[config.mk]
export PLATFORM = sky130hd
export DESIGN_NAME = lhe_front
export DESIGN_NICKNAME = d
export VERILOG_FILES = /design/src/sv/assert_macros.svh /design/src/sv/lhe_pkg.sv /design/src/sv/lhe_front.sv
export SDC_FILE = /design/constraint.sdc
export NUM_CORES = 1
export LEC_CHECK = 0
export BUFFER_PORTS_ARGS = -buffer_cell sky130_fd_sc_hd__buf_4
export CORE_MARGIN = 2
export CORE_UTILIZATION = 55
export CTS_CLUSTER_SIZE = 16
export DETAILED_ROUTE_END_ITERATION = 8
export PLACE_DENSITY = 0.92
export SLEW_MARGIN = 20
export SYNTH_ARGS = -nofsm -noshare
export SYNTH_HDL_FRONTEND = slang
export SYNTH_SLANG_ARGS = --single-unit
[constraint.sdc]
create_clock -name clk_i -period 9.2 [get_ports clk_i]
set_clock_uncertainty 0.05 [all_clocks]
set_input_delay 0.46 -clock clk_i [delete_from_list [all_inputs] [get_ports clk_i]]
set_output_delay 0.46 -clock clk_i [all_outputs]
set_load 0.03 [all_outputs]
[src/sv/assert_macros.svh]
// assertion macros used by the top-level rtl file
`ifndef ASSERT_MACROS_SVH
`define ASSERT_MACROS_SVH

// concurrent check on clk_i, off while rst_ni is low
`define ASSERT_CLK(label, prop, msg) \
  label: assert property (@(posedge clk_i) disable iff (!rst_ni) prop) else $error(msg);

// condition that must never hold
`define ASSERT_NEVER(label, cond, msg) \
  `ASSERT_CLK(label, !(cond), msg)

`endif

[src/sv/lhe_pkg.sv]
// types and constants of the landmark heuristic evaluator
`timescale 1ns / 1ps
`default_nettype none

package lhe_pkg;

  localparam int unsigned NODE_W     = 12;
  localparam int unsigned COORD_W    = 10;
  localparam int unsigned DIST_W     = 32;
  localparam int unsigned EST_W      = 33;
  localparam int unsigned LMI_W      = 4;
  localparam int unsigned CNT_W      = 5;
  localparam int unsigned SUM_W      = 12;
  localparam int unsigned OCT_W      = 20;
  localparam int unsigned CFG_IDX_W  = 2;
  localparam int unsigned CFG_DATA_W = 5;

  localparam int unsigned ROOT2_Q8  = 362;
  localparam int unsigned ONE_SHIFT = 8;
  localparam int unsigned GRID_STEP = 4;
  localparam int unsigned GRID_W    = $clog2(GRID_STEP);

  localparam int unsigned QUEUE_DEPTH = 2;

  localparam logic KIND_LOAD  = 1'b0;
  localparam logic KIND_QUERY = 1'b1;

  localparam logic [CFG_IDX_W-1:0] REG_MODE   = 2'd0;
  localparam logic [CFG_IDX_W-1:0] REG_USED   = 2'd1;
  localparam logic [CFG_IDX_W-1:0] REG_LOADED = 2'd2;

  typedef enum logic [1:0] {
    MODE_IGNORE = 2'd0,
    MODE_RANDOM = 2'd1,
    MODE_MAX    = 2'd2,
    MODE_GRID   = 2'd3
  } mode_e;

  typedef enum logic [2:0] {
    OP_LOAD   = 3'd0,
    OP_OCTILE = 3'd1,
    OP_ZERO   = 3'd2,
    OP_SWEEP  = 3'd3,
    OP_SINGLE = 3'd4
  } op_e;

  typedef struct packed {
    mode_e            mode;
    logic [CNT_W-1:0] used;
    logic [CNT_W-1:0] loaded;
  } cfg_t;

  typedef struct packed {
    op_e               op;
    logic [CNT_W-1:0]  lm;
    logic [NODE_W-1:0] node_a;
    logic [NODE_W-1:0] node_b;
    logic              zero_a;
    logic              zero_b;
    logic [DIST_W-1:0] dist_val;
    logic [EST_W-1:0]  base;
    logic [CNT_W-1:0]  count;
    logic [SUM_W-1:0]  rsum;
  } entry_t;

  typedef struct packed {
    logic res_load;
    logic pipe_busy;
  } back_stat_t;

endpackage

`default_nettype wire

[src/sv/lhe_front.sv]
// front end: accepts items, computes octile distance, classifies work
`timescale 1ns / 1ps
`default_nettype none

module lhe_front #(
  parameter int unsigned MAX_LANDMARKS = 16,
  parameter int unsigned NODE_COUNT    = 4096,
  parameter int unsigned MAP_SIZE      = 1024
) (
  input  wire logic                               clk_i,
  input  wire logic                               rst_ni,
  input  wire lhe_pkg::cfg_t                      cfg_i,
  input  wire logic                               push_i,
  output logic                                    full_o,
  input  wire logic                               kind_i,
  input  wire logic [lhe_pkg::LMI_W-1:0]          landmark_index_i,
  input  wire logic [lhe_pkg::NODE_W-1:0]         node_a_i,
  input  wire logic [lhe_pkg::NODE_W-1:0]         node_b_i,
  input  wire logic signed [lhe_pkg::DIST_W-1:0]  distance_i,
  input  wire logic [lhe_pkg::COORD_W-1:0]        x_a_i,
  input  wire logic [lhe_pkg::COORD_W-1:0]        y_a_i,
  input  wire logic [lhe_pkg::COORD_W-1:0]        x_b_i,
  input  wire logic [lhe_pkg::COORD_W-1:0]        y_b_i,
  output logic                                    q_push_o,
  output lhe_pkg::entry_t                         q_entry_o,
  input  wire logic                               q_ready_i
);

  localparam int unsigned CW  = lhe_pkg::COORD_W;
  localparam int unsigned NW  = lhe_pkg::NODE_W;
  localparam int unsigned CNW = lhe_pkg::CNT_W;
  localparam int unsigned SW  = lhe_pkg::SUM_W;
  localparam int unsigned OW  = lhe_pkg::OCT_W;
  localparam int unsigned EW  = lhe_pkg::EST_W;
  localparam int unsigned GW  = lhe_pkg::GRID_W;
  localparam logic [CW-1:0] COORD_MAX = CW'(MAP_SIZE - 1);

  function automatic logic [CW-1:0] clamp_coord(input logic [CW-1:0] v);
    logic [CW-1:0] c;
    c = v;
    if (32'(v) >= MAP_SIZE) begin
      c = COORD_MAX;
    end
    return c;
  endfunction

  logic                     s1_v_q;
  logic                     s1_kind_q;
  logic [lhe_pkg::LMI_W-1:0] s1_lmi_q;
  logic [NW-1:0]            s1_na_q, s1_nb_q;
  logic                     s1_za_q, s1_zb_q;
  logic [lhe_pkg::DIST_W-1:0] s1_dist_q;
  logic [CW-1:0]            s1_x1_q, s1_y1_q, s1_x2_q, s1_y2_q;
  logic [CW-1:0]            s1_dx_q, s1_dy_q;

  logic          s1_ready, accept, load_ok, keep, za, zb;
  logic [CW-1:0] x1, y1, x2, y2, dx, dy;

  assign s1_ready = !s1_v_q || q_ready_i;
  assign full_o   = !s1_ready;
  assign accept   = push_i && s1_ready;

  assign load_ok = (32'(landmark_index_i) < MAX_LANDMARKS) && (32'(node_a_i) < NODE_COUNT);
  assign keep    = (kind_i == lhe_pkg::KIND_QUERY) || load_ok;
  assign za      = 32'(node_a_i) >= NODE_COUNT;
  assign zb      = 32'(node_b_i) >= NODE_COUNT;

  assign x1 = clamp_coord(x_a_i);
  assign y1 = clamp_coord(y_a_i);
  assign x2 = clamp_coord(x_b_i);
  assign y2 = clamp_coord(y_b_i);
  assign dx = (x1 > x2) ? x1 - x2 : x2 - x1;
  assign dy = (y1 > y2) ? y1 - y2 : y2 - y1;

  always_ff @(posedge clk_i or negedge rst_ni) begin
    if (!rst_ni) begin
      s1_v_q <= 1'b0;
    end else if (s1_ready) begin
      s1_v_q <= accept && keep;
    end
  end

  always_ff @(posedge clk_i) begin
    if (accept) begin
      s1_kind_q <= kind_i;
      s1_lmi_q  <= landmark_index_i;
      s1_na_q   <= za ? '0 : node_a_i;
      s1_nb_q   <= zb ? '0 : node_b_i;
      s1_za_q   <= za;
      s1_zb_q   <= zb;
      s1_dist_q <= distance_i;
      s1_x1_q   <= x1;
      s1_y1_q   <= y1;
      s1_x2_q   <= x2;
      s1_y2_q   <= y2;
      s1_dx_q   <= dx;
      s1_dy_q   <= dy;
    end
  end

  logic [CW-1:0]  lo, hi;
  logic [OW-1:0]  oct;
  logic [CNW-1:0] loaded_c, limit;
  logic [CW:0]    xs, ys;
  logic           grid_ok;

  assign lo  = (s1_dx_q < s1_dy_q) ? s1_dx_q : s1_dy_q;
  assign hi  = (s1_dx_q < s1_dy_q) ? s1_dy_q : s1_dx_q;
  assign oct = OW'(lo) * OW'(lhe_pkg::ROOT2_Q8) + (OW'(hi - lo) << lhe_pkg::ONE_SHIFT);

  assign loaded_c = (32'(cfg_i.loaded) > MAX_LANDMARKS) ? CNW'(MAX_LANDMARKS) : cfg_i.loaded;
  assign limit    = (cfg_i.used < loaded_c) ? cfg_i.used : loaded_c;

  assign xs      = {1'b0, s1_x1_q} + {1'b0, s1_x2_q};
  assign ys      = {1'b0, s1_y1_q} + {1'b0, s1_y2_q};
  assign grid_ok = (xs[GW-1:0] == '0) && (ys[GW-1:0] == '0);

  always_comb begin
    q_entry_o          = '0;
    q_entry_o.lm       = CNW'(s1_lmi_q);
    q_entry_o.node_a   = s1_na_q;
    q_entry_o.node_b   = s1_nb_q;
    q_entry_o.zero_a   = s1_za_q;
    q_entry_o.zero_b   = s1_zb_q;
    q_entry_o.dist_val = s1_dist_q;
    q_entry_o.base     = EW'(oct);
    q_entry_o.rsum     = SW'(xs) + SW'(ys);
    q_entry_o.op       = lhe_pkg::OP_OCTILE;
    if (s1_kind_q == lhe_pkg::KIND_LOAD) begin
      q_entry_o.op = lhe_pkg::OP_LOAD;
    end else begin
      unique case (cfg_i.mode)
        lhe_pkg::MODE_IGNORE: q_entry_o.op = lhe_pkg::OP_OCTILE;
        lhe_pkg::MODE_RANDOM: begin
          if (loaded_c != '0) begin
            q_entry_o.op    = lhe_pkg::OP_SINGLE;
            q_entry_o.count = loaded_c;
          end
        end
        lhe_pkg::MODE_MAX: begin
          if (limit != '0) begin
            q_entry_o.op    = lhe_pkg::OP_SWEEP;
            q_entry_o.count = limit;
          end
        end
        lhe_pkg::MODE_GRID: begin
          if (!grid_ok) begin
            q_entry_o.op   = lhe_pkg::OP_ZERO;
            q_entry_o.base = '0;
          end else if (loaded_c != '0) begin
            q_entry_o.op    = lhe_pkg::OP_SWEEP;
            q_entry_o.count = loaded_c;
          end
        end
        default: q_entry_o.op = lhe_pkg::OP_OCTILE;
      endcase
    end
  end

  assign q_push_o = s1_v_q;

endmodule

`default_nettype wire

==> results.md, run 1 <==
* DRC at 0
* Final wirelength at 26700 um
* Post-synth EDFFs at between 100 and 150
* Post-synth top area share at between 30% and 40%
* Vias in the first global route at about 8000
* Synth cell types at 59
* First-pass GRT wire length at 40500 um
* WS Path Type: reg2out
* Most common cell in the netlist: inv_1
* Clock transition at path regs at 0.06 ns
* Critical path launch point type: flop
* CP Capture Type: primary output
* 1st-iter DRT viols at around 630
* Ys Warns at 0
* Synth async-reset ratio at less than 1%
* WL/cell at approximately 19 um
* Reg2Reg Depth at 3
* CTS buffer count at 17
* Area Overhead vs Synth at 25.1%
* Final setup fails at 0
* Peak Freq at 0.119 GHz
* Clock sink total at roughly 120
* #FFs+latches synth at approximately 120
* Grt ovf at 0
* Sequential area share after synthesis at between 30% and 40%
* Setup slack, reg-to-reg at 6.72 ns
* Required time of the critical path at roughly 8.7 ns
* Top Ports at ~240
* Fin crit share at roughly nine tenths
* Least-Margin Pin Slew at approximately 0.9 ns
* Synthesized instance count at around 930
* Die area at about 19000 um^2
* Fin area at ~12000 um^2
* Hold Fails Final Rpt at 0
* RSZ-0062 raised after global routing: false
* Initial core utilization at 56.1%
* Die span in y at roughly 140 um
* Filler cells at between 1000 and 1500
* Core area at approximately 17000 um^2
* Pin count of the biggest net entering global routing at 68
* Top cells by count, synth: 141 x inv_1, 137 x ha_1, 121 x edfxtp_1
* Worst setup path endpoint: q_entry_o[36]
* CP arrival at approximately 7.9 ns
* Share of cells above drive strength 1 at a little under a quarter
* Slew HR at between 40% and 50%
* Worst path slowest cell: fa_1
* Vias post-DR at ~8000
* CTS tree: done
* # H-tree levels at 4
* Width of the chip at 137 um
* Top FF cell, synth: edfxtp_1
* Gr usage total at ~28%
* Clock Tree Buf Depth at 2
* 1st-pass router iterations at 7
* Ranking of synthesized cells by area: edfxtp_1 38%, ha_1 18%, fa_1 5.6%, inv_1 5.5%, xnor2_1 4.2%
* Vias per cell at approximately 5.7
* Slowest stage delay, CP at roughly 0.55 ns
* Setup TNS at 0 ns
* Cell row count at between 40 and 50
* Placer's final routability congestion estimate at around 0.87
* Worst-skew pair later-pin latency at roughly 0.42 ns
* DP Wirelength at 20100 um
* HP Class: in2reg
* Nets at approximately 1400
* Port Buffers at between 200 and 250
* Minimum clock period at approximately 8.4 ns
* Post-CTS Setup Bufs at 0
* Mean Syn Cell Area at 10.4 um^2
* Root buffer cell: clkbuf_16
* Status: completed
* Critical Path Fanout Max at 23
* Critical Path Start: s1_dx_q[4]
* Placed Instance Area at 11500 um^2
* Worst r2r src: q_push_o
* Max_cap viols at 0
* Reg-to-reg critical path endpoint: s1_y2_q[4]
* Area leader, netlist: edfxtp_1
* Mapped Area at just under 10000 um^2
* ANT nets after route at 0
* Worst hold margin at between 0.15 and 0.2 ns
* Max-slew violation count at 0
* Initial antenna violation count at 3
[flip-flops by register name, summed over array words and instances (netlist names)]
| name | cells |
|---|---|
| s1_dist_q | 32 |
| s1_y1_q | 10 |
| s1_y2_q | 10 |
| s1_x2_q | 10 |
| s1_nb_q | 12 |
| s1_dx_q | 10 |
| s1_lmi_q | 4 |
| s1_kind_q | 1 |
| q_push_o | 1 |
| s1_na_q | 12 |
| s1_x1_q | 10 |
| s1_dy_q | 10 |
[cell families after synthesis]
family,share of synthesized area [%]
DFF,37.8
buffers and inverters,7.23
muxes,2.46
other,0.0388
xor gates and xnor gates,6.43
and+or+nand+nor,9.47
AOI/OAI and AO/OA,13.2
adders and majority gates,23.3
[stage by stage]
| stage | utilization [%] | std cells | setup WS [ns] |
|---|---|---|---|
| after floorplan | - | 948 | 1.61 |
| after global placement | 66.7 | 1367 | 1.32 |
| after detailed placement | 66.7 | 1367 | 1.06 |
| after CTS | 70.1 | 1400 | 0.580 |
| after global routing | 70.2 | 1403 | 0.184 |
| final | 70.2 | 1403 | 0.788 |
[worst max-delay path, delay by kind of cell (launching register included)]
| kind | cells | cell delay (ns) |
|---|---|---|
| adder cells (fa/ha/maj) | 7 | 2.83 |
| flip-flops | 1 | 0.44 |
| buffers and inverters | 5 | 0.47 |
| AO/OA/AOI/OAI | 12 | 2.05 |
| AND/OR/NAND/NOR | 7 | 1.40 |
| XOR/XNOR | 2 | 0.26 |
[placed cells by master, fill, tap and decap left out, types with 6 or more instances in the layout]
cell,netlist,routed
buf_4,18,220
inv_1,141,141
ha_1,137,137
edfxtp_1,121,121
a21oi_1,66,66
xnor2_1,46,46
nor2_1,45,45
nand2_1,41,41
o21ai_0,36,36
a21o_1,27,27
fa_1,27,27
xor2_1,25,25
nand2b_1,18,18
o21bai_1,18,18
nor2b_1,17,17
mux2i_1,17,17
conb_1,1,17
clkbuf_16,0,17
nor3_1,15,15
nand3_1,8,8
nand4_1,8,8
and3_1,6,6
mux2_2,6,6
[cell type report]
type                            instances  area, um^2  share of cell area [%]
Multi-Input combinational cell        659        5380                    44.5
Sequential cell                       122        3660                    30.2
Timing Repair Buffer                  221        1660                    13.7
Inverter                              141         529                    4.38
Clock buffer                           18         429                    3.55
Tap cell                              225         282                    2.33
Clock inverter                         14         148                    1.22
Antenna cell                            3        7.51                  0.0621
[layer usage]
metal  track usage, %  wire (um)  vias up
li1                 -          -     3693
met1             32.3       9980     3782
met2             51.7      13800      445
met3             5.96       1900       77
met4             11.4        958        0
met5                0          0        -
[worst min path at each step]
stage | start | end | slack (ns) | cells past startpoint
6_report | distance_i[23] | s1_dist_q[23] | 0.16 | 1
5_1_grt | distance_i[23] | s1_dist_q[23] | 0.15 | 1
4_1_cts | distance_i[23] | s1_dist_q[23] | 0.14 | 1
3_5_place_dp | rst_ni | q_push_o | 0.19 | 1
3_3_place_gp | rst_ni | q_push_o | 0.19 | 1
2_1_floorplan | rst_ni | q_push_o | 0.11 | 0
[what timing repair did]
| item | 4_1_cts | 5_1_grt |
|---|---|---|
| endpoints found under the hold margin | 1 | 0 |
| hold buffers | 1 | 0 |
| gates resized for setup | 0 | 1 |
| endpoints found under the setup margin | 0 | 1 |
Power of run 1 is not shown: default switching activity piles up to over one toggle a cycle in this logic, so the estimate is an artifact.
==> inputs of run 2 (changes only) <==
--- a/config.mk
+++ b/config.mk
@@ -10,7 +10,7 @@
 export CORE_UTILIZATION = 55
 export CTS_CLUSTER_SIZE = 16
 export DETAILED_ROUTE_END_ITERATION = 8
-export PLACE_DENSITY = 0.92
+export PLACE_DENSITY = 0.9
 export SLEW_MARGIN = 20
 export SYNTH_ARGS = -nofsm -noshare
 export SYNTH_HDL_FRONTEND = slang
==> run 2 against run 1 <==
Net effect: non-clock buffer count is 1 higher; via count is 2.3% lower; critical path type unchanged; first-iteration DRC count is 4.6% lower; utilization is 0.38 points higher; wire length is 5.9% lower; global-route usage is 1.3 points lower; register-to-register slack better by 0.05 ns.
==> results.md, run 2 (synthesis results as in run 1) <==
* Max_cap viols at 0
* Worst path slowest cell: fa_1
* HP Class: in2reg
* Required time of the critical path at about 8.7 ns
* Initial core utilization at between 50% and 60%
* RSZ-0062 raised after global routing: false
* Minimum clock period at about 8.5 ns
* Vias post-DR at around 8000
* Post-CTS Setup Bufs at 0
* Width of the chip at ~140 um
* Core area at around 17000 um^2
* Top Ports at roughly 240
* DRC at 0
* Placer's final routability congestion estimate at 0.916
* DP Wirelength at between 15000 and 20000 um
* WL/cell at 17.9 um
* Port Buffers at between 200 and 250
* CTS buffer count at 17
* Layout Utilization at 70.6%
* Vias per cell at between 5 and 6
* CP Capture Type: primary output
* Share of cells above drive strength 1 at between 20% and 30%
* Cell row count at 48
* Setup TNS at 0 ns
* Biggest register: s1_dist_q
* Slew HR at slightly above 30%
* Root buffer cell: clkbuf_16
* Nets at 1444
* Post-Place Worst Slack at ~1.1 ns
* Critical Path Fanout Max at 13
* Gr usage total at 27.1%
* WS Path Type: reg2out
* CP arrival at ~8.0 ns
* 1st-iter DRT viols at ~600
* Die area at around 19000 um^2
* Number of flip-flops in the largest register at 32
* CTS tree: done
* Final setup fails at 0
* Initial antenna violation count at 0
* Clock transition at path regs at approximately 0.06 ns
* First-pass GRT wire length at between 30000 and 40000 um
* # H-tree levels at 4
* Final wirelength at approximately 25000 um
* Max-slew violation count at 0
* Peak Freq at between 0.1 and 0.15 GHz
* Die span in y at about 140 um
* Hold Fails Final Rpt at 0
* Pin count of the biggest net entering global routing at 82
* Vias in the first global route at between 8000 and 9000
* ANT nets after route at 0
* Critical path launch point type: flop
* Slowest stage delay, CP at about 0.55 ns
* Final worst slack at around 0.69 ns
* Clock Tree Buf Depth at 2
* Cell mode on critical path: ha_1
* 1st-pass router iterations at 5
* Worst-skew pair later-pin latency at roughly 0.42 ns
* CP bufs+invs at 6
* Grt ovf at 0
* Worst hold margin at roughly 0.15 ns
* Biggest regs: s1_dist_q x32, s1_na_q x12, s1_nb_q x12
* Clock sink total at between 100 and 150
* Status: completed
* Area Overhead vs Synth at 25.7%
* Highest-count cells in the layout ignoring fill and taps: 221 x buf_4, 141 x inv_1, 137 x ha_1
* Worst path top cell family by delay: adder cells
* Least-Margin Pin Slew at ~1.0 ns
* Commonest non-fill, non-tap cell in the layout: buf_4
* Fin crit share at 92.5%
-- run 2: changes by cell type in the layout (fill, tap and decap cells not counted), sizes merged --
| cell | delta |
|---|---|
| inv | +4 |
| clkinvlp | -3 |
| bufinv | +2 |
| clkinv | -2 |
| diode | -2 |
| buf | +1 |
| clkbuf | -1 |
-- run 2: metal layers --
| layer | routed length [um] | vias to the layer above | global-route usage, % | share of wire (%) |
|---|---|---|---|---|
| met5 | 0 | - | 0 | 0 |
| met4 | 1110 | 0 | 12.4 | 4.4 |
| met3 | 1890 | 77 | 7.48 | 7.5 |
| met2 | 12700 | 365 | 47.6 | 51 |
| met1 | 9420 | 3667 | 30.5 | 38 |
| li1 | - | 3702 | - | - |
-- run 2: stage by stage --
stage / cells / area [um^2]
3_5_place_dp: 1368 / 11500
4_1_cts: 1401 / 12200
5_1_grt: 1401 / 12200
6_report: 1402 / 12200
3_3_place_gp: 1368 / 11500
2_1_floorplan: 948 / 9730
-- run 2: worst paths after layout --
kind | from | endpoint | slack [ns] | cells after the start
setup / recovery | s1_dx_q[5] | q_entry_o[36] | 0.69 | 33
hold / removal | node_b_i[1] | s1_nb_q[1] | 0.15 | 1
setup reg to reg | q_push_o | s1_dist_q[19] | 6.77 | 3
hold reg to reg | q_push_o | q_push_o | 0.55 | 2
max in group asynchronous | rst_ni | q_push_o | 8.73 | 2
min in group asynchronous | rst_ni | q_push_o | 0.29 | 2
-- run 2: repair_timing --
action | in CTS | in global routing
hold endpoints to repair | 1 | 0
endpoints found under the setup margin | 0 | 1
gates resized for setup | 0 | 1
hold buffers | 1 | 0
-- run 2: layout make-up --
| class | instances | area, um^2 |
|---|---|---|
| well taps | 225 | 282 |
| clock inverters | 15 | 214 |
| multi-input cells | 659 | 5380 |
| diodes | 1 | 2.50 |
| flip-flops and latches | 122 | 3660 |
| inverters | 141 | 529 |
| clock buffers | 17 | 425 |
| repair buffers | 222 | 1670 |
| fillers | 1157 | 5080 |
Power of run 2 is left out for the same reason.
