==> config.mk <==
export PLATFORM = sky130hd
export DESIGN_NAME = lhe_queue
export DESIGN_NICKNAME = d
export VERILOG_FILES = /design/src/sv/assert_macros.svh /design/src/sv/lhe_pkg.sv /design/src/sv/lhe_queue.sv
export SDC_FILE = /design/constraint.sdc
export NUM_CORES = 1
export LEC_CHECK = 0
export BUFFER_PORTS_ARGS = -buffer_cell sky130_fd_sc_hd__buf_2
export CELL_PAD_IN_SITES_DETAIL_PLACEMENT = 1
export CELL_PAD_IN_SITES_GLOBAL_PLACEMENT = 2
export CORE_MARGIN = 3
export CORE_UTILIZATION = 29
export CTS_CLUSTER_DIAMETER = 100
export DETAILED_ROUTE_END_ITERATION = 10
export PLACE_DENSITY_LB_ADDON = 0.1
export SLEW_MARGIN = 30
export SYNTH_ARGS = -nofsm -noshare
export SYNTH_HDL_FRONTEND = slang
export SYNTH_SLANG_ARGS = --single-unit
==> constraint.sdc <==
create_clock -name clk_i -period 7.8 [get_ports clk_i]
set_input_delay 0.78 -clock clk_i [delete_from_list [all_inputs] [get_ports clk_i]]
set_output_delay 0.78 -clock clk_i [all_outputs]
set_load 0.02 [all_outputs]
==> src/sv/assert_macros.svh <==
// assertion macros used by the top-level rtl file
`ifndef ASSERT_MACROS_SVH
`define ASSERT_MACROS_SVH

// concurrent check on clk_i, off while rst_ni is low
`define ASSERT_CLK(label, prop, msg) \
  label: assert property (@(posedge clk_i) disable iff (!rst_ni) prop) else $error(msg);

// condition that must never hold
`define ASSERT_NEVER(label, cond, msg) \
  `ASSERT_CLK(label, !(cond), msg)

`endif

==> src/sv/lhe_pkg.sv <==
// types and constants of the landmark heuristic evaluator
`timescale 1ns / 1ps
`default_nettype none

package lhe_pkg;

  localparam int unsigned NODE_W     = 12;
  localparam int unsigned COORD_W    = 10;
  localparam int unsigned DIST_W     = 32;
  localparam int unsigned EST_W      = 33;
  localparam int unsigned LMI_W      = 4;
  localparam int unsigned CNT_W      = 5;
  localparam int unsigned SUM_W      = 12;
  localparam int unsigned OCT_W      = 20;
  localparam int unsigned CFG_IDX_W  = 2;
  localparam int unsigned CFG_DATA_W = 5;

  localparam int unsigned ROOT2_Q8  = 362;
  localparam int unsigned ONE_SHIFT = 8;
  localparam int unsigned GRID_STEP = 4;
  localparam int unsigned GRID_W    = $clog2(GRID_STEP);

  localparam int unsigned QUEUE_DEPTH = 2;

  localparam logic KIND_LOAD  = 1'b0;
  localparam logic KIND_QUERY = 1'b1;

  localparam logic [CFG_IDX_W-1:0] REG_MODE   = 2'd0;
  localparam logic [CFG_IDX_W-1:0] REG_USED   = 2'd1;
  localparam logic [CFG_IDX_W-1:0] REG_LOADED = 2'd2;

  typedef enum logic [1:0] {
    MODE_IGNORE = 2'd0,
    MODE_RANDOM = 2'd1,
    MODE_MAX    = 2'd2,
    MODE_GRID   = 2'd3
  } mode_e;

  typedef enum logic [2:0] {
    OP_LOAD   = 3'd0,
    OP_OCTILE = 3'd1,
    OP_ZERO   = 3'd2,
    OP_SWEEP  = 3'd3,
    OP_SINGLE = 3'd4
  } op_e;

  typedef struct packed {
    mode_e            mode;
    logic [CNT_W-1:0] used;
    logic [CNT_W-1:0] loaded;
  } cfg_t;

  typedef struct packed {
    op_e               op;
    logic [CNT_W-1:0]  lm;
    logic [NODE_W-1:0] node_a;
    logic [NODE_W-1:0] node_b;
    logic              zero_a;
    logic              zero_b;
    logic [DIST_W-1:0] dist_val;
    logic [EST_W-1:0]  base;
    logic [CNT_W-1:0]  count;
    logic [SUM_W-1:0]  rsum;
  } entry_t;

  typedef struct packed {
    logic res_load;
    logic pipe_busy;
  } back_stat_t;

endpackage

`default_nettype wire

==> src/sv/lhe_queue.sv <==
// short queue of classified work between front and back
`timescale 1ns / 1ps
`default_nettype none

module lhe_queue (
  input  wire logic            clk_i,
  input  wire logic            rst_ni,
  input  wire logic            push_i,
  input  wire lhe_pkg::entry_t entry_i,
  output logic                 ready_o,
  output logic                 valid_o,
  output lhe_pkg::entry_t      entry_o,
  input  wire logic            pop_i
);

  localparam int unsigned DEPTH = lhe_pkg::QUEUE_DEPTH;
  localparam int unsigned PW    = (DEPTH > 1) ? $clog2(DEPTH) : 1;
  localparam int unsigned CTW   = $clog2(DEPTH + 1);

  lhe_pkg::entry_t mem_q [DEPTH];
  logic [PW-1:0]   wr_ptr_q, rd_ptr_q;
  logic [CTW-1:0]  cnt_q;
  logic            do_push, do_pop;

  assign ready_o = cnt_q != CTW'(DEPTH);
  assign valid_o = cnt_q != '0;
  assign entry_o = mem_q[rd_ptr_q];
  assign do_push = push_i && ready_o;
  assign do_pop  = pop_i && valid_o;

  always_ff @(posedge clk_i or negedge rst_ni) begin
    if (!rst_ni) begin
      wr_ptr_q <= '0;
      rd_ptr_q <= '0;
      cnt_q    <= '0;
    end else begin
      if (do_push) begin
        wr_ptr_q <= (32'(wr_ptr_q) == DEPTH - 1) ? '0 : wr_ptr_q + 1'b1;
      end
      if (do_pop) begin
        rd_ptr_q <= (32'(rd_ptr_q) == DEPTH - 1) ? '0 : rd_ptr_q + 1'b1;
      end
      if (do_push && !do_pop) begin
        cnt_q <= cnt_q + 1'b1;
      end else if (do_pop && !do_push) begin
        cnt_q <= cnt_q - 1'b1;
      end
    end
  end

  always_ff @(posedge clk_i) begin
    if (do_push) begin
      mem_q[wr_ptr_q] <= entry_i;
    end
  end

endmodule

`default_nettype wire

==> summary.txt, run 1 <==
STA
  – Skew final: approximately 0.006 ns
  – Hold WS: 0.05895 ns
  – Fmax: about 290 MHz
  – Setup TNS after final layout: 0 ns
  – Tightest Pin Transition: between 0.9 and 1 ns
  – Final Hold Viols: 0
  – Max-slew violations: 0
  – Slew margin rel.: between 30% and 40%
  – Tcrit/Tclk final: 43.79%
  – Final setup viols: 0
  – Fin crit period: about 3.4 ns
  – Unrepaired setup endpoints after global routing: no
  – Setup WS post-layout: around 4.4 ns

Pwr
  – Pint: about 3.0 mW
  – Sequential Power Share: 42.2%
  – Comb power frac: approximately 32%
  – NetSw: approximately 1.4 mW
  – Peak VDD IR: around 160 uV
  – Switching share of power: 32.31%
  – P per Cell Area: around 390 nW/um^2
  – Leakage: around 4.2 nW
  – Clk pwr share: roughly a quarter

Yosys
  – Asr flop ratio synth: ~1.7%
  – Post-Syn Nets: 500
  – Ranking of synthesized cells by area: edfxtp_1 (80%), mux2_2 (11%), mux2_4 (5.2%), dfrtp_1 (1.2%), buf_6 (0.65%)
  – Yosys top cell area share: 80.30%
  – Yosys warnings: 0
  – Syn Inst Count: around 380
  – Synth area leader: edfxtp_1
  – Dominant synthesized flop cell: edfxtp_1
  – Most frequent cell after synthesis: edfxtp_1
  – EDFF count, synth: approximately 230
  – Seq/Total Area, Yosys: between 80% and 90%
  – Count of state elements after synthesis: roughly 240
  – Average size of a mapped cell: approximately 23 um^2
  – Post-synth top cells: edfxtp_1 (232), mux2_2 (86), mux2_4 (30), buf_2 (8), buf_6 (5)
  – Synthesized area: 8676 um^2
  – Synth cell types: 15

Global route
  – Total Routing Usage GR: between 10 and 15%
  – Largest net degree at the start of global routing: 65
  – Global-route wire length before repair: about 27000 um
  – Grt ovf: 0
  – Antenna violations before repair: 7
  – Vias in the first global route: 4890

Place
  – IO buf count: approximately 240
  – RD Place Congestion: roughly 0.69
  – Post-DP HPWL: 12580 um
  – Cells after DPL: 992
  – DP Worst Slack: 4.861 ns

Floorplanning
  – CORE AREA: slightly below 30000 um^2
  – I/O pin count: roughly 240
  – Site row count: between 60 and 70
  – Initial Util: a little under 30%
  – Die area: about 32000 um^2
  – Die height: around 180 um
  – Die width: around 180 um

Hold path
  – Worst min path class: primary input to async pin

Detailed routing
  – Met3 WL: approximately 2300 um
  – Vias: roughly 4.4k
  – Vias per cell: between 4 and 5
  – Drc violations: 0
  – Detail Route Antenna Nets: 0
  – DRT Wirelength: around 19000 um
  – Max layer used: met5
  – WL met2: approximately 8700 um
  – M1 WL: about 7100 um
  – Initial detailed-routing violation count: about 210
  – WL/cell: ~18 um
  – Pre-antenna DRT Iters: 4

Run
  – Max-Cap Viols: 0

Clock tree
  – Worst-case clock buffer depth: 3
  – Total CTS buffers: 27
  – Htree depth: 1
  – CTS tree: yes
  – Worst-path clk slew: around 0.06 ns
  – Root buffer cell: clkbuf_16
  – Setup repair bufs after CTS: 0
  – Clk Latency, worst-skew pair: roughly 0.51 ns
  – Hold buffers post-CTS: 0
  – Cts repair resizes: 0
  – Clock Sinks: between 200 and 250

Worst setup path
  – Critical Path RT: 7.02 ns
  – Startpoint Class: flip-flop
  – Critical Path Fanout Max: 45
  – Crit Path Class: flip-flop to output pin
  – R2R depth: 3
  – Setup crit end kind: output pin
  – Reg-to-reg endpoint: mem_q[1][106]
  – R2r startpoint: cnt_q[0]
  – Critical Path AT: between 2 and 3 ns
  – Reg2reg setup slack: ~5.2 ns

Final layout
  – Share of layout cells above drive strength 1: between 60 and 70%
  – Nets: between 700 and 800
  – Post-route insts no fill: approximately 1.0k
  – Area growth syn-to-layout: 27.98%
  – Final core occ: about two fifths

Outcome
  – Status: completed
[layer usage]
metal	vias to the layer above	global-route usage (%)
met4	12	3.117
met1	2180	13.03
met3	47	5.485
met2	180	18.16
li1	2025	-
met5	-	0
[layout by cell type (no fill, tap or decap)]
master     netlist  routed
and3_4           0       1
buf_12           0       1
buf_2            8     237
buf_4            0       4
clkbuf_1         0       7
clkbuf_16        0      27
clkbuf_8         0       3
clkinv_1         0       5
clkinv_2         0       3
dfrtp_1          4       3
dfrtp_4          0       1
diode_2          0       1
edfxtp_1       232     232
ha_1             1       1
inv_1            1       1
inv_8            0       1
mux2_2          86      86
mux2_4          30      30
nand2_1          2       2
nand2b_1         1       1
nor2_1           2       1
nor2_4           0       1
or2_2            1       1
xnor2_1          3       3
xor2_1           2       2
[worst max-delay path, stage by stage, from the launching register on]
cell and delay (ns):
dfrtp_4 0.85, buf_4 0.66, mux2_2 0.41, buf_2 0.16
[how the worst max path moves through the flow]
stage	startpoint	endpoint	slack (ns)	cells past startpoint
2_1_floorplan	push_i	mem_q[0][0]	1.51	2
3_3_place_gp	rd_ptr_q	entry_o[96]	4.49	3
3_5_place_dp	push_i	mem_q[1][18]	4.86	3
4_1_cts	rd_ptr_q	entry_o[101]	4.28	3
5_1_grt	rd_ptr_q	entry_o[6]	4.21	3
6_report	rd_ptr_q	entry_o[101]	4.38	3
[cell families (layout without fill, tap and decap cells)]
family / count (synthesis) / after routing / share of synthesized area [%]
XOR/XNOR: 5 / 5 / 0.5049
buffers and inverters: 14 / 289 / 1.154
flip-flops: 236 / 236 / 81.45
AND/OR/NAND/NOR: 7 / 7 / 0.3896
other: 0 / 1 / 0
adder cells (fa/ha/maj): 1 / 1 / 0.1442
multiplexers: 116 / 116 / 16.35
[state kept, by name, summed over array words and instances (netlist names)]
| name | cells |
|---|---|
| cnt_q | 2 |
| mem_q | 232 |
| rd_ptr_q | 1 |
| wr_ptr_q | 1 |
[through the flow]
step           total power [mW]  instance area (um^2)
3_3_place_gp              3.298                 10290
3_5_place_dp              3.330                 10310
4_1_cts                   4.479                 11100
5_1_grt                   4.633                 11100
6_report                  4.381                 11100
2_1_floorplan             2.889                  8676
[cell type report]
cell class / count / area (um^2)
Antenna cell: 1 / 2.502
Clock buffer: 37 / 743.2
Clock inverter: 9 / 45.04
Fill cell: 2896 / 17990
Inverter: 1 / 3.754
Multi-Input combinational cell: 129 / 1521
Sequential cell: 236 / 7071
Tap cell: 384 / 480.5
Timing Repair Buffer: 242 / 1236
[power by group through the flow]
stage	logic (mW)	registers [mW]	clock network (mW)
after global routing	1.52	1.88	1.23
after CTS	1.45	1.86	1.17
after detailed placement	1.45	1.88	0
final	1.41	1.85	1.12
after floorplan	1.04	1.85	0
after global placement	1.39	1.91	0
(Power assumes the default switching activity.)
==> inputs of run 2 (changes only) <==
clock period = 3.1 ns   (was 7.8 ns; I/O delays follow)
==> summary.txt, run 2 (synthesis gave the netlist of run 1 again) <==
Clock tree
  – Worst-case clock buffer depth: 3 (unchanged)
  – CTS tree: yes
  – Htree depth: 1 (unchanged)
  – Worst-path clk slew: 0.06 ns (about the same)
  – Root buffer cell: clkbuf_16
  – Clock Sinks: 236 (unchanged)
  – Setup repair bufs after CTS: 0 (unchanged)
  – Total CTS buffers: 28 (+3.7%)
  – Clk Latency, worst-skew pair: 0.52 ns (about the same)

STA
  – Fin crit period: 2.244 ns
  – Setup TNS after final layout: 0 ns (unchanged)
  – Skew final: 0.01368 ns (+0.007685 ns)
  – Tcrit/Tclk final: between 70 and 80%
  – Tightest Pin Transition: 0.8554 ns (-0.04718 ns)
  – Hold WS: 0.1003 ns (+0.04137 ns)
  – Final Hold Viols: 0 (unchanged)
  – Setup WS post-layout: 0.8556 ns (-3.529 ns)
  – Unrepaired setup endpoints after global routing: no
  – Max-slew violations: 0 (unchanged)
  – Slew margin rel.: 42.97% (+3.1 points)
  – Fmax: 445.6 MHz
  – Final setup viols: 0 (unchanged)

Global route
  – Total Routing Usage GR: 11.86% (+0.73 points)
  – Met3 usage: 4.638% (-0.85 points)
  – Met2 Use GR: 20.14% (+2.0 points)
  – Global-route wire length before repair: 29630 um (+8.2%)
  – Gr busiest metal: met2
  – M1 GR Usage: 14.05% (+1.0 points)
  – Antenna violations before repair: 1 (-6)
  – Largest net degree at the start of global routing: 61 (-6.2%)
  – Grt ovf: 0 (unchanged)
  – Vias in the first global route: 5438 (+11%)

Floorplanning
  – Die width: 179.0 um (unchanged)
  – Initial Util: 29.82% (unchanged)
  – Site row count: 62 (unchanged)
  – CORE AREA: 29090 um^2 (unchanged)
  – I/O pin count: 238 (unchanged)
  – Die height: 179.0 um (unchanged)
  – Die area: 32030 um^2 (unchanged)

Final layout
  – Commonest non-fill, non-tap cell in the layout: buf_2
  – Number of flip-flops in the largest register: 232 (unchanged)
  – Top reg by flops: mem_q
  – Nets: 879 (+16%)
  – Area growth syn-to-layout: 43.38%
  – Biggest regs: mem_q (232), cnt_q (2)
  – Most frequent cells in the layout: buf_2 (237), edfxtp_1 (232), dlygate4sd3_1 (117)
  – Share of layout cells above drive strength 1: 52.05% (-8.5 points)
  – Post-route insts no fill: 1164 (+12%)
  – Fill count: 2851 (-1.6%)
  – Ant diodes: 0 (-1)

Worst setup path
  – Critical Path RT: 2.79 ns (-4.23 ns)
  – Setup crit end kind: output pin
  – CP delay by family, top: buffers and inverters
  – Critical Path Fanout Max: 60 (+33%)
  – Critical Path, Cell by Cell: buf_12 > mux2_2 > buf_2
  – Slowest stage delay, CP: 0.44 ns (-0.41 ns)
  – Critical Path AT: 1.93 ns (-0.71 ns)
  – Crit path buf inv count: 2 (unchanged)
  – CP max stage cell: dfrtp_4
  – Crit Path Class: flip-flop to output pin
  – Startpoint Class: flip-flop

Pwr
  – NetSw: 3.681 mW (+160%)
  – Sequential Power Share: 39.2% (-3.0 points)
  – Clk pwr share: 27.3% (+1.7 points)
  – P per Cell Area: 928.9 nW/um^2 (+140%)
  – Pint: 7.874 mW (+170%)
  – Leakage: 4.749 nW (+14%)
  – Comb power frac: 33.5% (+1.3 points)
  – Peak VDD IR: 492.7 uV (+210%)
  – Switching share of power: 31.85% (-0.46 points)

Place
  – Post-DP HPWL: 12810 um (+1.8%)
  – Cells after DPL: 995 (+0.30%)
  – IO buf count: 237 (unchanged)
  – RD Place Congestion: 0.6856 (-1.2%)
  – DP Worst Slack: 1.101 ns (-3.759 ns)

Detailed routing
  – Vias: 4905 (+10%)
  – DRT Wirelength: 19730 um (+6.4%)
  – Vias per cell: 4.214 (-1.5%)
  – Initial detailed-routing violation count: 169 (-19%)
  – Drc violations: 0 (unchanged)
  – WL/cell: 16.95 um (-5.0%)
  – Pre-antenna DRT Iters: 4 (unchanged)
  – Detail Route Antenna Nets: 0 (unchanged)

Outcome
  – Status: completed

Hold path
  – Worst min path class: primary input to flip-flop

Run
  – Max-Cap Viols: 0 (unchanged)
[run 2: power by group through the flow]
stage               registers, mW  logic, mW  clock network (mW)
floorplan                    4.57       2.62                   0
global placement             4.56       3.84                   0
detailed placement           4.61       3.86                   0
CTS                          4.54       4.00                3.27
global route                 4.60       4.18                3.40
finish                       4.53       3.87                3.15
[run 2: worst paths after layout]
kind / slack [ns] / cells after the start / endpoint / from
max: 0.86 / 3 / entry_o[102] / rd_ptr_q
min: 0.10 / 3 / rd_ptr_q / pop_i
max reg2reg: 1.13 / 4 / mem_q[0][79] / cnt_q[0]
min reg2reg: 0.51 / 1 / cnt_q[1] / cnt_q[1]
max in group asynchronous: 2.82 / 2 / rd_ptr_q / rst_ni
min in group asynchronous: 0.14 / 2 / cnt_q[1] / rst_ni
[run 2: per-stage QoR]
stage	cell area [um^2]	utilization, %	total power, mW
2_1_floorplan	8685	-	7.193
5_1_grt	12440	42.76	12.18
3_3_place_gp	10360	35.61	8.400
4_1_cts	12440	42.76	11.81
6_report	12440	42.76	11.56
3_5_place_dp	10360	35.61	8.469
[run 2: layout make-up]
| class | count | area, um^2 | share of cell area (%) |
|---|---|---|---|
| Sequential cell | 236 | 7071 | 56.84 |
| Multi-Input combinational cell | 129 | 1521 | 12.23 |
| Tap cell | 384 | 480.5 | 3.862 |
| Timing Repair Buffer | 362 | 2455 | 19.73 |
| Clock inverter | 14 | 118.9 | 0.9555 |
| Clock buffer | 38 | 789.5 | 6.347 |
| Inverter | 1 | 3.754 | 0.03018 |
[run 2: tightest hold or removal path: stages]
cell and delay (ns):
buf_2 0.10, nand2_1 0.10, xnor2_1 0.08
[run 2: metal layers]
metal / wire length [um] / up-vias / part of all wire (%)
met5: 13 / - / 0.066
met4: 432 / 2 / 2.2
met3: 1844 / 35 / 9.3
met2: 9460 / 181 / 48
li1: - / 2261 / -
met1: 7982 / 2426 / 40
[run 2: repair_timing]
action                                 in CTS  in global routing
hold buffers                              117                  0
endpoints found under the hold margin     236                  0
resized for setup                           0                  0
==> inputs of run 3 (changes only) <==
ABC_AREA = 1   (was not set)
clock period = 2.2 ns   (was 3.1 ns; I/O delays follow)
==> summary.txt, run 3 <==
STA
  – Slew margin rel.: 68.86% (+26 points)
  – Tightest Pin Transition: 0.4671 ns (-0.3883 ns)
  – Skew final: 0.007551 ns (-0.006130 ns)
  – Final setup viols: 0 (unchanged)
  – Unrepaired setup endpoints after global routing: no
  – Setup WS post-layout: 0.1597 ns (-0.6959 ns)
  – Final Hold Viols: 0 (unchanged)
  – Fin crit period: a little over 2 ns
  – Max-slew violations: 0 (unchanged)
  – Tcrit/Tclk final: between 90 and 100%
  – Fmax: 490.1 MHz

Yosys
  – Post-Synth Adder-Cell Area: 0.1446% (+0.00035 points)
  – Synth cell types: 14 (-1)
  – Most frequent cell after synthesis: nand2_1
  – Asr flop ratio synth: 1.695% (unchanged)
  – Yosys warnings: 0 (unchanged)
  – Syn Inst Count: 634 (+67%)
  – Synthesized area: 8655 um^2 (-0.25%)
  – Seq/Total Area, Yosys: 81.65% (+0.20 points)
  – Mux cell area share after synthesis: 0% (-16 points)
  – Count of state elements after synthesis: 236 (unchanged)
  – Main combinational cell family by area after synthesis: simple AND/OR/NAND/NOR gates
  – Compound-Gate Fraction of Synth Area: 0% (unchanged)
  – Ranking of synthesized cells by area: edfxtp_1 (80%), nand2_1 (16%), dfrtp_1 (1.2%), buf_2 (1.0%), buf_6 (0.65%)
  – Post-Syn Nets: 755 (+51%)
  – Area share of xor/xnor cells in the synthesized design: 0.2024% (-0.30 points)
  – Synth area leader: edfxtp_1
  – Post-synth top cells: nand2_1 (358), edfxtp_1 (232), buf_2 (18), inv_1 (6), buf_6 (5)
  – Dominant synthesized flop cell: edfxtp_1
  – Average size of a mapped cell: 13.65 um^2 (-40%)
  – Yosys top cell area share: 80.50% (+0.20 points)
  – Simple-gate share of the synthesized area: 15.80% (+15 points)
  – EDFF count, synth: 232 (unchanged)

Place
  – Placed inst area: 10380 um^2 (+0.16%)
  – Post-DP HPWL: 14430 um (+13%)
  – IO buf count: 237 (unchanged)
  – RD Place Congestion: 0.6959 (+1.5%)
  – DP Worst Slack: 0.5893 ns (-0.5122 ns)

Clock tree
  – Root buffer cell: clkbuf_16
  – Total CTS buffers: 28 (unchanged)
  – Clk Latency, worst-skew pair: 0.52 ns (about the same)
  – Worst-path clk slew: 0.05 ns (about the same)
  – Worst-case clock buffer depth: 3 (unchanged)
  – Htree depth: 1 (unchanged)
  – Setup repair bufs after CTS: 0 (unchanged)
  – CTS tree: yes
  – Clock Sinks: 236 (unchanged)

Pwr
  – P per Cell Area: 1339 nW/um^2 (+44%)
  – Clk pwr share: 24.5% (-2.8 points)
  – Switching share of power: 37.61% (+5.8 points)
  – NetSw: 6.247 mW (+70%)
  – Comb power frac: 36.9% (+3.4 points)
  – Peak VDD IR: 688.3 uV (+40%)
  – Tot Pwr: 16.61 mW (+44%)
  – Pint: 10.36 mW (+32%)
  – Sequential Power Share: 38.6% (-0.6 points)
  – Leakage: 5.263 nW (+11%)

Worst setup path
  – Startpoint Class: flip-flop
  – Critical Path Fanout Max: 33 (-45%)
  – CP delay by family, top: buffers and inverters
  – CP max stage cell: dfrtp_4
  – Slowest stage delay, CP: 0.55 ns (+0.11 ns)
  – Critical Path RT: 1.98 ns (-0.81 ns)
  – Critical Path, Cell by Cell: inv_8 > buf_12 > nand2_1 > nand2_1 > buf_2
  – Crit path buf inv count: 3 (+1)
  – Setup crit end kind: output pin
  – Critical Path AT: 1.82 ns (-0.11 ns)
  – Crit Path Class: flip-flop to output pin
  – Critical Path Most Common Cell: nand2_1

Final layout
  – Final core occ: 42.65% (-0.11 points)
  – Share of layout cells above drive strength 1: 28.17% (-24 points)
  – Area growth syn-to-layout: 43.36% (about the same)
  – Design area: 12410 um^2 (-0.26%)
  – Biggest regs: mem_q (232), cnt_q (2)
  – Commonest non-fill, non-tap cell in the layout: nand2_1
  – Nets: 1127 (+28%)
  – Top reg by flops: mem_q
  – Ant diodes: 0 (unchanged)
  – Number of flip-flops in the largest register: 232 (unchanged)
  – Most frequent cells in the layout: nand2_1 (356), buf_2 (237), edfxtp_1 (232)

Floorplanning
  – CORE AREA: 29090 um^2 (unchanged)
  – Die height: 178.8 um (-0.12%)
  – I/O pin count: 238 (unchanged)
  – Site row count: 62 (unchanged)
  – Initial Util: 29.75% (-0.073 points)
  – Die area: 31950 um^2 (-0.24%)
  – Die width: 178.8 um (-0.12%)

Detailed routing
  – DRT Wirelength: 23190 um (+17%)
  – Pre-antenna DRT Iters: 4 (unchanged)
  – Vias: 5975 (+22%)
  – WL/cell: 16.44 um (-3.0%)
  – Detail Route Antenna Nets: 0 (unchanged)
  – Initial detailed-routing violation count: 348 (+110%)
  – Vias per cell: 4.238 (+0.56%)
  – Drc violations: 0 (unchanged)

Global route
  – Total Routing Usage GR: 13.69% (+1.8 points)
  – Grt ovf: 0 (unchanged)
  – Global-route wire length before repair: 34050 um (+15%)
  – Antenna violations before repair: 1 (unchanged)
  – Vias in the first global route: 6342 (+17%)
  – Largest net degree at the start of global routing: 118 (+93%)

Hold path
  – Worst min path class: primary input to flip-flop

Run
  – Max-Cap Viols: 0 (unchanged)

Outcome
  – Status: completed
run 3: worst reg2reg max path, stage by stage (launching register included):
cell     delay [ns]
dfrtp_1        0.40
inv_2          0.08
nand2_4        0.08
nand2_4        0.07
nor2_4         0.15
buf_12         0.39
run 3: power by group through the flow:
stage | Combinational, mW | Clock (mW) | Sequential, mW
3_5_place_dp | 6.02 | 0 | 6.49
4_1_cts | 6.21 | 4.23 | 6.40
6_report | 6.13 | 4.07 | 6.42
5_1_grt | 6.78 | 4.41 | 6.50
2_1_floorplan | 3.69 | 0 | 6.46
3_3_place_gp | 5.92 | 0 | 6.44
run 3: worst paths after layout:
| path | end | depth (start not counted) | startpoint | slack, ns |
|---|---|---|---|---|
| worst max-delay path | entry_o[92] | 5 | rd_ptr_q | 0.16 |
| worst min-delay path | wr_ptr_q | 3 | push_i | 0.04 |
| worst max register to register | mem_q[1][37] | 5 | cnt_q[0] | 0.60 |
| worst min register to register | cnt_q[0] | 1 | cnt_q[0] | 0.55 |
| max in group asynchronous | rd_ptr_q | 2 | rst_ni | 1.98 |
| min in group asynchronous | cnt_q[1] | 2 | rst_ni | 0.07 |
run 3: repair_timing:
action	CTS	global route
endpoints found under the setup margin	0	45
hold endpoints to repair	237	0
hold buffers	118	0
resized for setup	0	3
run 3: cell type report:
| type | instances | area [um^2] |
|---|---|---|
| Multi-Input combinational cell | 366 | 1428 |
| Clock inverter | 12 | 52.55 |
| Timing Repair Buffer | 367 | 2582 |
| Clock buffer | 38 | 759.5 |
| Fill cell | 3106 | 16680 |
| Sequential cell | 236 | 7071 |
| Inverter | 7 | 33.78 |
| Tap cell | 384 | 480.5 |
run 3: layer usage:
| metal | share of wire [%] | track usage, % | up-vias |
|---|---|---|---|
| met5 | 0.030 | 0 | - |
| met4 | 1.9 | 3.214 | 2 |
| met3 | 7.2 | 3.664 | 35 |
| met2 | 49 | 23.59 | 200 |
| met1 | 42 | 17.23 | 2855 |
| li1 | - | - | 2883 |
run 3: cells by family (layout without fill, tap and decap cells):
group         after synthesis  count (layout)
simple gates              363             363
flops                     236             236
buf+inv                    32             424
xor+xnor                    2               2
fa+ha+maj                   1               1
run 3: stage by stage:
stage | hold WS, ns | cells | TNS, ns
after floorplan | -0.07559 | 634 | -131.38
after global placement | 0.03896 | 1241 | 0
after detailed placement | 0.04606 | 1241 | 0
after CTS | 0.009130 | 1409 | 0
after global routing | 0.02095 | 1410 | 0
final | 0.03796 | 1410 | 0
